`config.mk`:
```
export PLATFORM = sky130hd
export DESIGN_NAME = frame_delta_rle_encoder_unit
export DESIGN_NICKNAME = d
export VERILOG_FILES = /design/src/fdre_pkg.sv /design/src/fdre_store.sv /design/src/fdre_plan.sv /design/src/fdre_packer.sv /design/src/frame_delta_rle_encoder_unit.sv
export SDC_FILE = /design/constraint.sdc
export NUM_CORES = 2
export LEC_CHECK = 0
export BUFFER_PORTS_ARGS = -buffer_cell sky130_fd_sc_hd__buf_2
export CAP_MARGIN = 15
export CORE_MARGIN = 8
export CORE_UTILIZATION = 55
export CTS_CLUSTER_DIAMETER = 60
export DETAILED_ROUTE_END_ITERATION = 7
export GPL_TIMING_DRIVEN = 0
export HOLD_SLACK_MARGIN = 0.02
export PLACE_DENSITY = 0.71
export SYNTH_ARGS = -nofsm -noshare
export SYNTH_HDL_FRONTEND = slang
export SYNTH_HIERARCHICAL = 1
export SYNTH_SLANG_ARGS = --single-unit
```
`constraint.sdc`:
```
create_clock -name clock -period 13.25 [get_ports clock]
set_clock_uncertainty 0.05 [all_clocks]
set_input_delay 0 -clock clock [delete_from_list [all_inputs] [get_ports clock]]
set_output_delay 0 -clock clock [all_outputs]
set_load 0.02 [all_outputs]
```
`src/fdre_pkg.sv`:
```
// Shared types and constants of the frame delta run-length encoder.
package fdre_pkg;

   localparam int unsigned PIX_W  = 8;
   localparam int unsigned RUN_W  = 15;
   localparam int unsigned ADDR_W = 7;
   localparam int unsigned TOT_W  = 21;
   localparam int unsigned WORD_W = 64;
   localparam int unsigned CNT_W  = 4;
   localparam int unsigned DEPTH  = 128;
   localparam int unsigned LANES  = WORD_W / PIX_W;

   localparam logic [RUN_W-1:0]  RUN_CAP       = 15'd16385;
   localparam logic [RUN_W-1:0]  SHORT_RUN_MAX = 15'd66;
   localparam logic [RUN_W-1:0]  MIN_RUN       = 15'd3;
   localparam logic [ADDR_W-1:0] LIT_CAP       = 7'd127;
   localparam logic [TOT_W-1:0]  TOTAL_SAT     = 21'h1FFFFF;

   typedef enum logic [1:0] {
      SEG_NONE = 2'd0,
      SEG_RUN  = 2'd1,
      SEG_LIT  = 2'd2
   } seg_kind_type;

   // one code segment: a run (val = run length) or a literal rung (val = pixel count)
   typedef struct packed {
      seg_kind_type     kind;
      logic [RUN_W-1:0] val;
   } seg_type;

   typedef struct packed {
      seg_type           head;
      seg_type           tail;
      logic              wr_en;
      logic              defer;
      logic [ADDR_W-1:0] wr_addr;
   } plan_type;

   typedef struct packed {
      logic              push;
      logic [PIX_W-1:0]  data;
      logic              step_end;
      logic              frame_end;
      logic [ADDR_W-1:0] lit_add;
   } byte_push_type;

endpackage

```
`src/fdre_store.sv`:
```
// Literal pixel store: 128 x 8 synchronous RAM, one write and one registered read port.
module fdre_store (
   input  logic                          clock,
   input  logic                          wr_en,
   input  logic [fdre_pkg::ADDR_W-1:0]   wr_addr,
   input  logic [fdre_pkg::PIX_W-1:0]    wr_data,
   input  logic [fdre_pkg::ADDR_W-1:0]   rd_addr,
   output logic [fdre_pkg::PIX_W-1:0]    rd_data
);
   import fdre_pkg::*;

   logic [PIX_W-1:0] store_ff [DEPTH];
   logic [PIX_W-1:0] rd_data_ff;

   always_ff @(posedge clock) begin
      if (wr_en) begin
         store_ff[wr_addr] <= wr_data;
      end
      rd_data_ff <= store_ff[rd_addr];
   end

   assign rd_data = rd_data_ff;

endmodule

```
`src/fdre_plan.sv`:
```
// Coder state (equal run, literal count, forced count) and per-pixel segment planning.
module fdre_plan (
   input  logic                        clock,
   input  logic                        reset,
   input  logic                        accept,
   input  logic [fdre_pkg::PIX_W-1:0]  old_pixel,
   input  logic [fdre_pkg::PIX_W-1:0]  new_pixel,
   input  logic                        frame_last,
   output fdre_pkg::plan_type          plan
);
   import fdre_pkg::*;

   logic [RUN_W-1:0]  er_ff, er_in;
   logic [ADDR_W-1:0] lc_ff, lc_in;
   logic [1:0]        fl_ff, fl_in;

   logic              same;
   logic [RUN_W-1:0]  er1;
   logic [ADDR_W-1:0] lc1;
   logic [1:0]        c_lo;
   logic [ADDR_W-1:0] new_lc;

   always_comb begin
      same   = (old_pixel == new_pixel);
      er1    = er_ff + 15'd1;
      lc1    = lc_ff + 7'd1;
      c_lo   = (er_ff >= MIN_RUN) ? 2'd0 : er_ff[1:0];
      new_lc = {5'd0, c_lo} + 7'd1;

      plan   = '0;
      er_in  = er_ff;
      lc_in  = lc_ff;
      fl_in  = fl_ff;

      if (lc_ff != '0) begin
         if (fl_ff != 2'd0 || !same) begin
            // pixel joins the open rung
            plan.wr_en   = 1'b1;
            plan.wr_addr = lc_ff;
            fl_in        = (fl_ff != 2'd0) ? fl_ff - 2'd1 : 2'd0;
            lc_in        = lc1;
            if (lc1 >= LIT_CAP || frame_last) begin
               plan.tail.kind = SEG_LIT;
               plan.tail.val  = {8'd0, lc1};
               lc_in          = '0;
               fl_in          = 2'd0;
            end
            if (frame_last) begin
               er_in = '0;
            end
         end else begin
            // equal pixel closes the rung; store slot 0 is reused after the rung is read
            plan.head.kind = SEG_LIT;
            plan.head.val  = {8'd0, lc_ff};
            plan.wr_en     = 1'b1;
            plan.defer     = 1'b1;
            plan.wr_addr   = '0;
            lc_in          = '0;
            fl_in          = 2'd0;
            er_in          = 15'd1;
            if (frame_last) begin
               plan.tail.kind = SEG_LIT;
               plan.tail.val  = 15'd1;
               er_in          = '0;
            end
         end
      end else if (same) begin
         plan.wr_en   = (er_ff < 15'd2);
         plan.wr_addr = {5'd0, er_ff[1:0]};
         er_in        = er1;
         if (er1 >= RUN_CAP) begin
            plan.tail.kind = SEG_RUN;
            plan.tail.val  = er1;
            er_in          = '0;
         end else if (frame_last) begin
            plan.tail.kind = (er1 >= MIN_RUN) ? SEG_RUN : SEG_LIT;
            plan.tail.val  = er1;
            er_in          = '0;
         end
      end else begin
         if (er_ff >= MIN_RUN) begin
            plan.head.kind = SEG_RUN;
            plan.head.val  = er_ff;
         end
         plan.wr_en   = 1'b1;
         plan.wr_addr = {5'd0, c_lo};
         er_in        = '0;
         lc_in        = new_lc;
         fl_in        = (c_lo == 2'd1) ? 2'd1 : 2'd0;
         if (frame_last) begin
            plan.tail.kind = SEG_LIT;
            plan.tail.val  = {8'd0, new_lc};
            lc_in          = '0;
            fl_in          = 2'd0;
         end
      end
   end

   always_ff @(posedge clock) begin
      if (reset) begin
         er_ff <= '0;
         lc_ff <= '0;
         fl_ff <= '0;
      end else if (accept) begin
         er_ff <= er_in;
         lc_ff <= lc_in;
         fl_ff <= fl_in;
      end
   end

   a_rung_excludes_run: assert property (@(posedge clock) disable iff (reset)
      (lc_ff != '0) |-> (er_ff == '0))
      else $error("equal run pending while a literal rung is open");

   a_forced_only_short: assert property (@(posedge clock) disable iff (reset)
      (fl_ff != 2'd0) |-> (lc_ff == 7'd2))
      else $error("forced count set outside a two-pixel forced rung");

endmodule

```
`src/fdre_packer.sv`:
```
// Byte packer: gathers code bytes into 64-bit words, keeps frame totals, holds the response.
module fdre_packer (
   input  logic                          clock,
   input  logic                          reset,
   input  fdre_pkg::byte_push_type       pk,
   output logic                          go,
   output logic                          rsp_valid,
   input  logic                          rsp_stall,
   output logic [fdre_pkg::WORD_W-1:0]   rsp_code_bytes,
   output logic [fdre_pkg::CNT_W-1:0]    rsp_byte_count,
   output logic                          rsp_frame_done,
   output logic [fdre_pkg::TOT_W-1:0]    rsp_encoded_length,
   output logic [fdre_pkg::TOT_W-1:0]    rsp_literal_total
);
   import fdre_pkg::*;

   logic [WORD_W-1:0] word_ff, word_in;
   logic [2:0]        fill_ff, fill_in;
   logic [TOT_W-1:0]  len_tot_ff, len_tot_in;
   logic [TOT_W-1:0]  lit_tot_ff, lit_tot_in;
   logic              valid_ff, valid_in;
   logic [WORD_W-1:0] code_ff, code_in;
   logic [CNT_W-1:0]  count_ff, count_in;
   logic              done_ff, done_in;
   logic [TOT_W-1:0]  enc_ff, enc_in;
   logic [TOT_W-1:0]  lsum_ff, lsum_in;

   logic [WORD_W-1:0] merged;
   logic [CNT_W-1:0]  fill1;
   logic              complete;
   logic              out_free;
   logic [TOT_W-1:0]  len_next;
   logic [TOT_W:0]    lit_wide;
   logic [TOT_W-1:0]  lit_next;

   always_comb begin
      merged   = word_ff | ({{(WORD_W-PIX_W){1'b0}}, pk.data} << {fill_ff, 3'b000});
      fill1    = {1'b0, fill_ff} + 4'd1;
      complete = pk.step_end || (fill1 == 4'(LANES));
      out_free = !valid_ff || !rsp_stall;
      go       = !complete || out_free;

      len_next = (len_tot_ff == TOTAL_SAT) ? len_tot_ff : len_tot_ff + 21'd1;
      lit_wide = {1'b0, lit_tot_ff} + {15'd0, pk.lit_add};
      lit_next = lit_wide[TOT_W] ? TOTAL_SAT : lit_wide[TOT_W-1:0];

      word_in    = word_ff;
      fill_in    = fill_ff;
      len_tot_in = len_tot_ff;
      lit_tot_in = lit_tot_ff;
      valid_in   = valid_ff && rsp_stall;
      code_in    = code_ff;
      count_in   = count_ff;
      done_in    = done_ff;
      enc_in     = enc_ff;
      lsum_in    = lsum_ff;

      if (pk.push && go) begin
         len_tot_in = len_next;
         lit_tot_in = lit_next;
         if (complete) begin
            word_in  = '0;
            fill_in  = '0;
            valid_in = 1'b1;
            code_in  = merged;
            count_in = fill1;
            done_in  = pk.frame_end;
            enc_in   = pk.frame_end ? len_next : '0;
            lsum_in  = pk.frame_end ? lit_next : '0;
            if (pk.frame_end) begin
               len_tot_in = '0;
               lit_tot_in = '0;
            end
         end else begin
            word_in = merged;
            fill_in = fill1[2:0];
         end
      end
   end

   always_ff @(posedge clock) begin
      if (reset) begin
         word_ff    <= '0;
         fill_ff    <= '0;
         len_tot_ff <= '0;
         lit_tot_ff <= '0;
         valid_ff   <= 1'b0;
      end else begin
         word_ff    <= word_in;
         fill_ff    <= fill_in;
         len_tot_ff <= len_tot_in;
         lit_tot_ff <= lit_tot_in;
         valid_ff   <= valid_in;
      end
   end

   always_ff @(posedge clock) begin
      code_ff  <= code_in;
      count_ff <= count_in;
      done_ff  <= done_in;
      enc_ff   <= enc_in;
      lsum_ff  <= lsum_in;
   end

   assign rsp_valid          = valid_ff;
   assign rsp_code_bytes     = code_ff;
   assign rsp_byte_count     = count_ff;
   assign rsp_frame_done     = done_ff;
   assign rsp_encoded_length = enc_ff;
   assign rsp_literal_total  = lsum_ff;

   a_totals_cleared: assert property (@(posedge clock) disable iff (reset)
      (pk.push && go && pk.frame_end) |=> (len_tot_ff == '0 && lit_tot_ff == '0))
      else $error("frame totals not cleared after frame end");

   a_total_covers_word: assert property (@(posedge clock) disable iff (reset)
      (valid_ff && done_ff) |-> (enc_ff >= {17'd0, count_ff}))
      else $error("frame length below bytes of final word");

endmodule

```
`src/frame_delta_rle_encoder_unit.sv`:
```
// Top level of the frame delta run-length encoder: request sequencer and unit wiring.
//
// Usage:
//  - Request channel (req_*): one (old pixel, new pixel, frame_last) per request,
//    taken at a clock edge with req_valid high and req_stall low.
//  - Response channel (rsp_*): up to eight code bytes per response, first byte in
//    bits 7..0, unused lanes zero. The last response of a frame has rsp_frame_done
//    set and carries the saturating frame totals; the totals read zero otherwise.
//  - A request that completes no code leaves req_stall low. A request that emits N code
//    bytes holds req_stall until its last byte is packed; the byte sequencer moves
//    one byte a cycle while the packer accepts, bounded by the single read port of
//    the literal store. N is at most 129 (a closing 126-pixel rung plus a one-pixel
//    rung at frame end).
//  - Response words become valid as each fills eight bytes or the bytes run out.
//  - A finished word waits in the response register; while rsp_stall is high the
//    sequencer keeps filling the next word and halts at the byte that would fill it
//    or that is the request's last byte.
//  - Reset (synchronous, active high) clears coder state and totals. The literal
//    store is not cleared; it is only read at entries written for the pending rung.
module frame_delta_rle_encoder_unit (
   input  logic                          clock,
   input  logic                          reset,
   input  logic                          req_valid,
   output logic                          req_stall,
   input  logic [fdre_pkg::PIX_W-1:0]    req_old_pixel,
   input  logic [fdre_pkg::PIX_W-1:0]    req_new_pixel,
   input  logic                          req_frame_last,
   output logic                          rsp_valid,
   input  logic                          rsp_stall,
   output logic [fdre_pkg::WORD_W-1:0]   rsp_code_bytes,
   output logic [fdre_pkg::CNT_W-1:0]    rsp_byte_count,
   output logic                          rsp_frame_done,
   output logic [fdre_pkg::TOT_W-1:0]    rsp_encoded_length,
   output logic [fdre_pkg::TOT_W-1:0]    rsp_literal_total
);
   import fdre_pkg::*;

   // IDLE takes requests; HEAD emits the segment closed before the store write
   // (a run, or the old rung); TAIL emits the segment closed after it.
   typedef enum logic [2:0] {
      ST_IDLE = 3'b001,
      ST_HEAD = 3'b010,
      ST_TAIL = 3'b100
   } seq_state_type;

   seq_state_type     state_ff, state_in;
   logic [ADDR_W-1:0] j_ff, j_in;
   seg_type           head_ff, head_in;
   seg_type           tail_ff, tail_in;
   logic              last_ff, last_in;
   logic              wr_pend_ff, wr_pend_in;
   logic [ADDR_W-1:0] pend_addr_ff, pend_addr_in;
   logic [PIX_W-1:0]  pend_data_ff, pend_data_in;

   plan_type          plan;
   byte_push_type     pk;
   logic              go;
   logic              accept;
   logic              need_bytes;
   logic              defer_fire;

   seg_type           seg;
   logic              long_run;
   logic [RUN_W-1:0]  run_v;
   logic [ADDR_W-1:0] last_idx;
   logic              seg_end;
   logic              tail_empty;

   logic              st_wr_en;
   logic [ADDR_W-1:0] st_wr_addr;
   logic [PIX_W-1:0]  st_wr_data;
   logic [ADDR_W-1:0] st_rd_addr;
   logic [PIX_W-1:0]  st_rd_data;

   assign req_stall = (state_ff != ST_IDLE);
   assign accept    = req_valid && !req_stall;

   fdre_plan u_plan (
      .clock      (clock),
      .reset      (reset),
      .accept     (accept),
      .old_pixel  (req_old_pixel),
      .new_pixel  (req_new_pixel),
      .frame_last (req_frame_last),
      .plan       (plan)
   );

   // current segment and the byte it emits this cycle
   always_comb begin
      seg        = (state_ff == ST_HEAD) ? head_ff : tail_ff;
      tail_empty = (tail_ff.kind == SEG_NONE);
      long_run   = (seg.val > SHORT_RUN_MAX);
      run_v      = seg.val - MIN_RUN;
      last_idx   = (seg.kind == SEG_RUN) ? {6'd0, long_run} : seg.val[ADDR_W-1:0];
      seg_end    = (j_ff == last_idx);

      pk.push      = (state_ff != ST_IDLE);
      pk.step_end  = seg_end && ((state_ff == ST_TAIL) || tail_empty);
      pk.frame_end = seg_end && ((state_ff == ST_TAIL) || tail_empty) && last_ff;
      pk.lit_add   = '0;
      pk.data      = '0;

      case (seg.kind)
         SEG_RUN: begin
            if (j_ff != '0) begin
               pk.data = run_v[13:6];
            end else if (long_run) begin
               pk.data = {2'b11, run_v[5:0]};
            end else begin
               pk.data = {2'b10, run_v[5:0]};
            end
         end
         SEG_LIT: begin
            if (j_ff == '0) begin
               // rung header: pixel count minus one
               pk.data    = {1'b0, seg.val[ADDR_W-1:0] - 7'd1};
               pk.lit_add = seg.val[ADDR_W-1:0];
            end else begin
               pk.data = st_rd_data;
            end
         end
         default: begin
            pk.data = '0;
         end
      endcase
   end

   // sequencer
   always_comb begin
      state_in     = state_ff;
      j_in         = j_ff;
      head_in      = head_ff;
      tail_in      = tail_ff;
      last_in      = last_ff;
      wr_pend_in   = wr_pend_ff;
      pend_addr_in = pend_addr_ff;
      pend_data_in = pend_data_ff;
      defer_fire   = 1'b0;
      need_bytes   = (plan.head.kind != SEG_NONE) || (plan.tail.kind != SEG_NONE);

      case (state_ff)
         ST_IDLE: begin
            if (accept) begin
               head_in      = plan.head;
               tail_in      = plan.tail;
               last_in      = req_frame_last;
               wr_pend_in   = plan.wr_en && plan.defer;
               pend_addr_in = plan.wr_addr;
               pend_data_in = req_new_pixel;
               j_in         = '0;
               if (need_bytes) begin
                  state_in = (plan.head.kind != SEG_NONE) ? ST_HEAD : ST_TAIL;
               end
            end
         end
         ST_HEAD: begin
            if (go) begin
               if (seg_end) begin
                  j_in       = '0;
                  // old rung fully read: slot 0 may now take the new pixel
                  defer_fire = wr_pend_ff;
                  wr_pend_in = 1'b0;
                  state_in   = tail_empty ? ST_IDLE : ST_TAIL;
               end else begin
                  j_in = j_ff + 7'd1;
               end
            end
         end
         ST_TAIL: begin
            if (go) begin
               if (seg_end) begin
                  j_in     = '0;
                  state_in = ST_IDLE;
               end else begin
                  j_in = j_ff + 7'd1;
               end
            end
         end
         default: begin
            state_in = ST_IDLE;
            j_in     = '0;
         end
      endcase
   end

   // store access: byte j of a rung is entry j-1, read in the cycle before its use
   always_comb begin
      st_wr_en   = (accept && plan.wr_en && !plan.defer) || defer_fire;
      st_wr_addr = defer_fire ? pend_addr_ff : plan.wr_addr;
      st_wr_data = defer_fire ? pend_data_ff : req_new_pixel;
      st_rd_addr = j_in - 7'd1;
   end

   fdre_store u_store (
      .clock   (clock),
      .wr_en   (st_wr_en),
      .wr_addr (st_wr_addr),
      .wr_data (st_wr_data),
      .rd_addr (st_rd_addr),
      .rd_data (st_rd_data)
   );

   fdre_packer u_packer (
      .clock              (clock),
      .reset              (reset),
      .pk                 (pk),
      .go                 (go),
      .rsp_valid          (rsp_valid),
      .rsp_stall          (rsp_stall),
      .rsp_code_bytes     (rsp_code_bytes),
      .rsp_byte_count     (rsp_byte_count),
      .rsp_frame_done     (rsp_frame_done),
      .rsp_encoded_length (rsp_encoded_length),
      .rsp_literal_total  (rsp_literal_total)
   );

   always_ff @(posedge clock) begin
      if (reset) begin
         state_ff   <= ST_IDLE;
         j_ff       <= '0;
         wr_pend_ff <= 1'b0;
      end else begin
         state_ff   <= state_in;
         j_ff       <= j_in;
         wr_pend_ff <= wr_pend_in;
      end
   end

   always_ff @(posedge clock) begin
      head_ff      <= head_in;
      tail_ff      <= tail_in;
      last_ff      <= last_in;
      pend_addr_ff <= pend_addr_in;
      pend_data_ff <= pend_data_in;
   end

   a_pend_in_head: assert property (@(posedge clock) disable iff (reset)
      wr_pend_ff |-> (state_ff == ST_HEAD))
      else $error("deferred store write outside head segment");

   a_index_in_segment: assert property (@(posedge clock) disable iff (reset)
      (state_ff != ST_IDLE) |-> (j_ff <= last_idx))
      else $error("byte index ran past segment end");

endmodule
```
# Word level (Yosys, flattened, before mapping)
# Memories as Yosys holds them, arrays and structs flattened. A register that Yosys moved wholly into a read port is not among the register bits.
# Cells that the tools add are included.
op_classes:
  n_shift: 1
  n_reduce_logical: 37
  n_eq_ne: 19
  order_cmp: 6
  addsub: 11
  muxes: 79
  n_bitwise: 1
  div: 0
  multipliers: 0
ops:
  columns: ["op", "n"]
  rows:
  - ["$mux W21", 6]
  - ["$mux W17", 7]
  - ["$mux W7", 15]
  - ["$mux W15", 6]
  - ["$mux W64", 1]
  - ["$or A64 B64 Y64", 1]
  - ["$shl A8 B6 Y64", 1]
  - ["$mux W18", 2]
  - ["$mux W35", 1]
  - ["$mux W16", 2]
  - ["$ge A15 B2 Y1 const B", 2]
  - ["$mux W3", 9]
  - ["$mux W8", 3]
  - ["$add A21 B7 Y22", 1]
  - ["$add A21 B1 Y21 const B", 1]
  - ["$eq A21 B21 Y1 const B", 1]
  - ["$mux W2", 9]
  - ["$pmux W8 S2", 1]
  - ["$add A15 B1 Y15 const B", 1]
  - ["$ge A15 B15 Y1 const B", 1]
  - ["$gt A15 B7 Y1 const B", 1]
  - ["$lt A15 B2 Y1 const B", 1]
  - ["$add A7 B1 Y7 const B", 2]
  - ["$mux W1", 14]
  - ["31 further kinds", 65]
word_totals:
  ff_bits: 306
  latch_bits: 0
  word_cells: 178
  mem_bits_rw: 1024
  mem_count: 1
  inputBits: 21
  rom_bits: 0
  output_inout_bits: 113
memory_table:
  columns: ["name", "words", "word_bits", "rd", "rd_ports_with_merged_regs", "write_ports", "line", "text"]
  rows:
  - ["u_store.store_ff", 128, 8, 1, 1, 1, "fdre_store.sv:12", "logic [PIX_W-1:0] store_ff [DEPTH];"]

# Longest topological paths before layout
logic_depth:
  ltp_word: 14
  depth_mapped: 28
  mapped_depth_nobuf: 22

# Modules after synthesis
# Netlist, hierarchy kept.
modules_own_cells:
  columns: ["mod", "area_per_inst_um2", "seq_area_each_um2", "cells_per_inst", "n_inst"]
  rows:
  - ["fdre_store", 39665.5, 30909.6, 1635, 1]
  - ["fdre_packer", 9258.9, 5535.3, 871, 1]
  - ["frame_delta_rle_encoder_unit", 3837.4, 1721.7, 370, 1]
  - ["fdre_plan", 2481.1, 480.5, 350, 1]

# Least setup slack after synthesis
# OpenSTA, ideal clock, no wires.
synth_timing:
  path_kind: "reg2reg"
  start: "register state_ff[1]"
  end: "register u_store.rd_data_ff[0], in the netlist u_store/rd_data[0] (read register of u_store.store_ff)"
  path_slack_ns: 6.594
  setup_ns: 0.121
  t_arrival_ns: 6.485
  stages_incl_launch_ff: 27
  path_cell_list: "dfxtp_1 > nor3b_4 > buf_2 > buf_1 > mux2i_1 > inv_1 > ha_1 > nand2b_1 > nor4b_1 > nor3_1 > a22o_1 > nor2_2 > and3_2 > a41oi_1 > or2_2 > buf_2 > o22ai_1 > nand2_1 > o31a_1 > ha_1 > xnor2_1 > buf_1 > buf_1 > mux4_2 > mux4_2 > mux4_2 > mux2_2"
synth_lines:
  columns: ["element", "line", "text"]
  rows:
  - ["from (decl)", "frame_delta_rle_encoder_unit.sv:46", "seq_state_type state_ff, state_in;"]
  - ["from (signal assigned)", "frame_delta_rle_encoder_unit.sv:223", "state_ff <= state_in;"]
  - ["to (decl)", "fdre_store.sv:13", "logic [PIX_W-1:0] rd_data_ff;"]

==> results.yml <==
status:
  status: "finished clean"
final_layout:
  syn_to_final_growth_pct: 13.5
  fin_nets: 3596
  final_cells: 4954
  nFillCells: 7035
  antenna_cells: 0
  register_area_mm2: 0.0386
  final_area_mm2: 0.0627
  multiInputGateArea_mm2: 0.0156
  drive_gt1_share_pct: 22.5
place:
  pre_cts_ws_ns: 3.77
  portBuffers: 133
  dp.cells: 4681
  place_congestion: 0.930
  dpl_cell_area_mm2: 0.0580
  dpl.hpwl_um: 92000
clock_tree:
  postCtsResizedCells: 0
  insertion_delay_ns: 0.74
  path_clk_slew_ns: 0.06
  cts_tree: "built"
  htreeDepth: 4
  cts_inserted_buffers: 138
  cts_root_buffer: "clkbuf_16"
  clock-sinks: 1338
  clock_path_buffers: 3
drt:
  dr.pass1.iters: 6
  wirelength_um: 135000
  drc: 0
  ant_nets: 0
  via_count: 31202
  routed_via_density: 6.30
  wl_per_cell_um: 27.3
  drt_iter0_drc: 3427
power_and_ir_drop:
  power_density_mw_per_mm2: 168
  ir_worst_vdd_mv: 0.122
  p_leak_nw: 21.0
sta:
  hold_viol: 0
  maxSlewViolCount: 0
  max_freq_ghz: 0.105
  setup_ws_ns: 3.70
  period_minus_slack_ns: 9.55
  setup_viol: 0
  relSlewSlack_pct: 19.1
  rsz0062_at_grt: "false"
  fin_setup_tns_ns: 0
  fin_crit_sh_pct: 72.1
  worst-slew-pin-transition_ns: 1.21
synth:
  synth_seq_cells: 1338
  yosysTopAreaCellShare_pct: 64.4
  yosysMostFrequentCell: "edfxtp_1"
  synth_warnings: 6
  yosys.area.top_type: "edfxtp_1"
  ys_seq_area_share_pct: 70.0
  synth_edf_count: 1185
  synthFlopType: "edfxtp_1"
  yosys-top-cells-area: "edfxtp_1 (64%), mux4_2 (14%), dfxtp_1 (5.5%)"
  ys_top_cells_by_count: "edfxtp_1 (1,185), mux4_2 (336), nor2_1 (286)"
  syn_area_mm2: 0.0552
  async_reset_ff_share_pct: 0
  syn_avg_cell_area_um2: 17.1
  syn_inst: 3226
  synth.distinct_cells: 97
  synth.net_count: 3273
floorplanning:
  die_h_um: 333
  die_area_mm2: 0.111
  dieWidth_um: 333
  top_level_ports: 134
  core_mm2: 0.0999
  start_util_pct: 55.3
  rows: 116
critical_path:
  cp_max_fo: 10
  cp.required_ns: 13.81
  critPathLaunchType: "flop"
  end_kind: "flop"
  arrival_ns: 10.11
  path_class: "flop to flop"
job:
  max-cap-violations: 0
grt:
  grt_pass1_vias: 31118
  grt_usage_pct: 24.2
  antenna_found_initial: 2
  grt_max_degree: 85
  grt_pass1_wl_um: 202000
  grt_overflow: 0
hold_path:
  hold_path_class: "input pin to flop"
[routing by layer]
| layer | share of wire (%) | track usage, % |
|---|---|---|
| met5 | 0 | 0 |
| met4 | 4.2 | 9.89 |
| met3 | 8.2 | 4.99 |
| met2 | 49 | 40.0 |
| met1 | 39 | 31.5 |
[flip-flops by register name, summed over array words and instances, names as in the netlist]
signal / count
u_store/rd_data: 8
last_ff: 1
u_packer/lit_tot_ff: 21
u_packer/rsp_byte_count: 4
u_packer/rsp_literal_total: 21
u_store/store_ff: 1024
state_ff: 3
u_packer/fill_ff: 3
pend_addr_ff: 7
u_packer/len_tot_ff: 21
wr_pend_ff: 1
pend_data_ff: 8
u_plan/fl_ff: 2
u_packer/word_ff: 64
u_packer/rsp_valid: 1
tail_ff: 17
j_ff: 7
u_plan/er_ff: 15
u_packer/rsp_code_bytes: 64
head_ff: 17
u_packer/rsp_frame_done: 1
u_packer/rsp_encoded_length: 21
u_plan/lc_ff: 7
[cells in the final DEF, fill, tap and decap left out, types with 33 or more instances in the layout]
cell type  count
a31oi_1       52
o21ai_0       64
clkbuf_16    141
clkbuf_1     141
nor2_1       286
o21bai_1      33
a21o_1        41
nand2_1      139
a21oi_1       96
buf_2        168
edfxtp_1    1185
mux4_2       336
xor2_1        37
inv_1         54
nand3_1       49
xnor2_1       48
dfxtp_1      153
nor3_1        51
[repair_timing]
item | 4_1_cts | 5_1_grt
buffers inserted | 0 | 0
endpoints found under the hold margin | 32 | 0
hold buffers | 25 | 0
[critical path, cell delays in order, from the launching register on]
cell	delay, ns
dfxtp_1	0.40
nor3b_4	0.47
buf_2	0.35
buf_1	0.51
mux2i_1	0.39
inv_1	0.08
ha_1	0.25
clkbuf_1	0.27
o31ai_1	0.34
a22o_1	0.22
nor2_2	0.05
and3_2	0.23
a41oi_1	0.47
or2_2	0.25
buf_2	0.23
nor4b_1	0.28
a21oi_1	0.15
ha_1	0.26
xnor2_1	0.68
clkbuf_1	0.84
buf_1	0.59
mux4_2	0.46
mux4_2	0.64
mux4_2	0.57
mux2_2	0.35
[worst paths after layout]
check	startpoint	slack (ns)	endpoint	cells after the start
worst max-delay path	state_ff[1]	3.70	u_store/rd_data[1]	24
worst min-delay path	req_old_pixel[1]	0.15	tail_ff[4]	7
worst max register to register	state_ff[1]	3.70	u_store/rd_data[1]	24
worst min register to register	u_packer/word_ff[27]	0.41	u_packer/word_ff[27]	2
[per-stage QoR]
step,power [mW],hold slack (ns),utilization [%]
2_1_floorplan,6.09,0.0489,-
3_3_place_gp,6.73,0.172,57.6
3_5_place_dp,6.76,0.174,58.1
4_1_cts,10.6,0.0692,62.8
5_1_grt,10.8,0.155,62.8
6_report,10.5,0.149,62.8
[area by class of cell]
class	instances	share of cell area, %
Sequential cell	1338	61.6
Multi-Input combinational cell	1640	24.8
Clock buffer	175	5.92
Tap cell	1298	2.59
Timing Repair Buffer	183	2.13
Buffer	192	1.38
Clock inverter	72	1.21
Inverter	56	0.339
[power breakdown]
group          switching (mW)  internal [mW]
clock                    1.60           2.20
combinational            1.17          0.769
sequential             0.0684           4.70
[logic make-up (layout without fill, tap and decap cells)]
family / count (synthesis) / after routing / synth area share (%)
adders and majority gates: 26 / 26 / 0.602
AOI/OAI and AO/OA: 433 / 433 / 5.34
muxes: 379 / 379 / 14.6
DFF: 1338 / 1338 / 70.0
and+or+nand+nor: 716 / 716 / 6.21
xor gates and xnor gates: 86 / 86 / 1.38
buffers and inverters: 248 / 678 / 1.95
No activity file was read; power rests on OpenSTA's default activity.
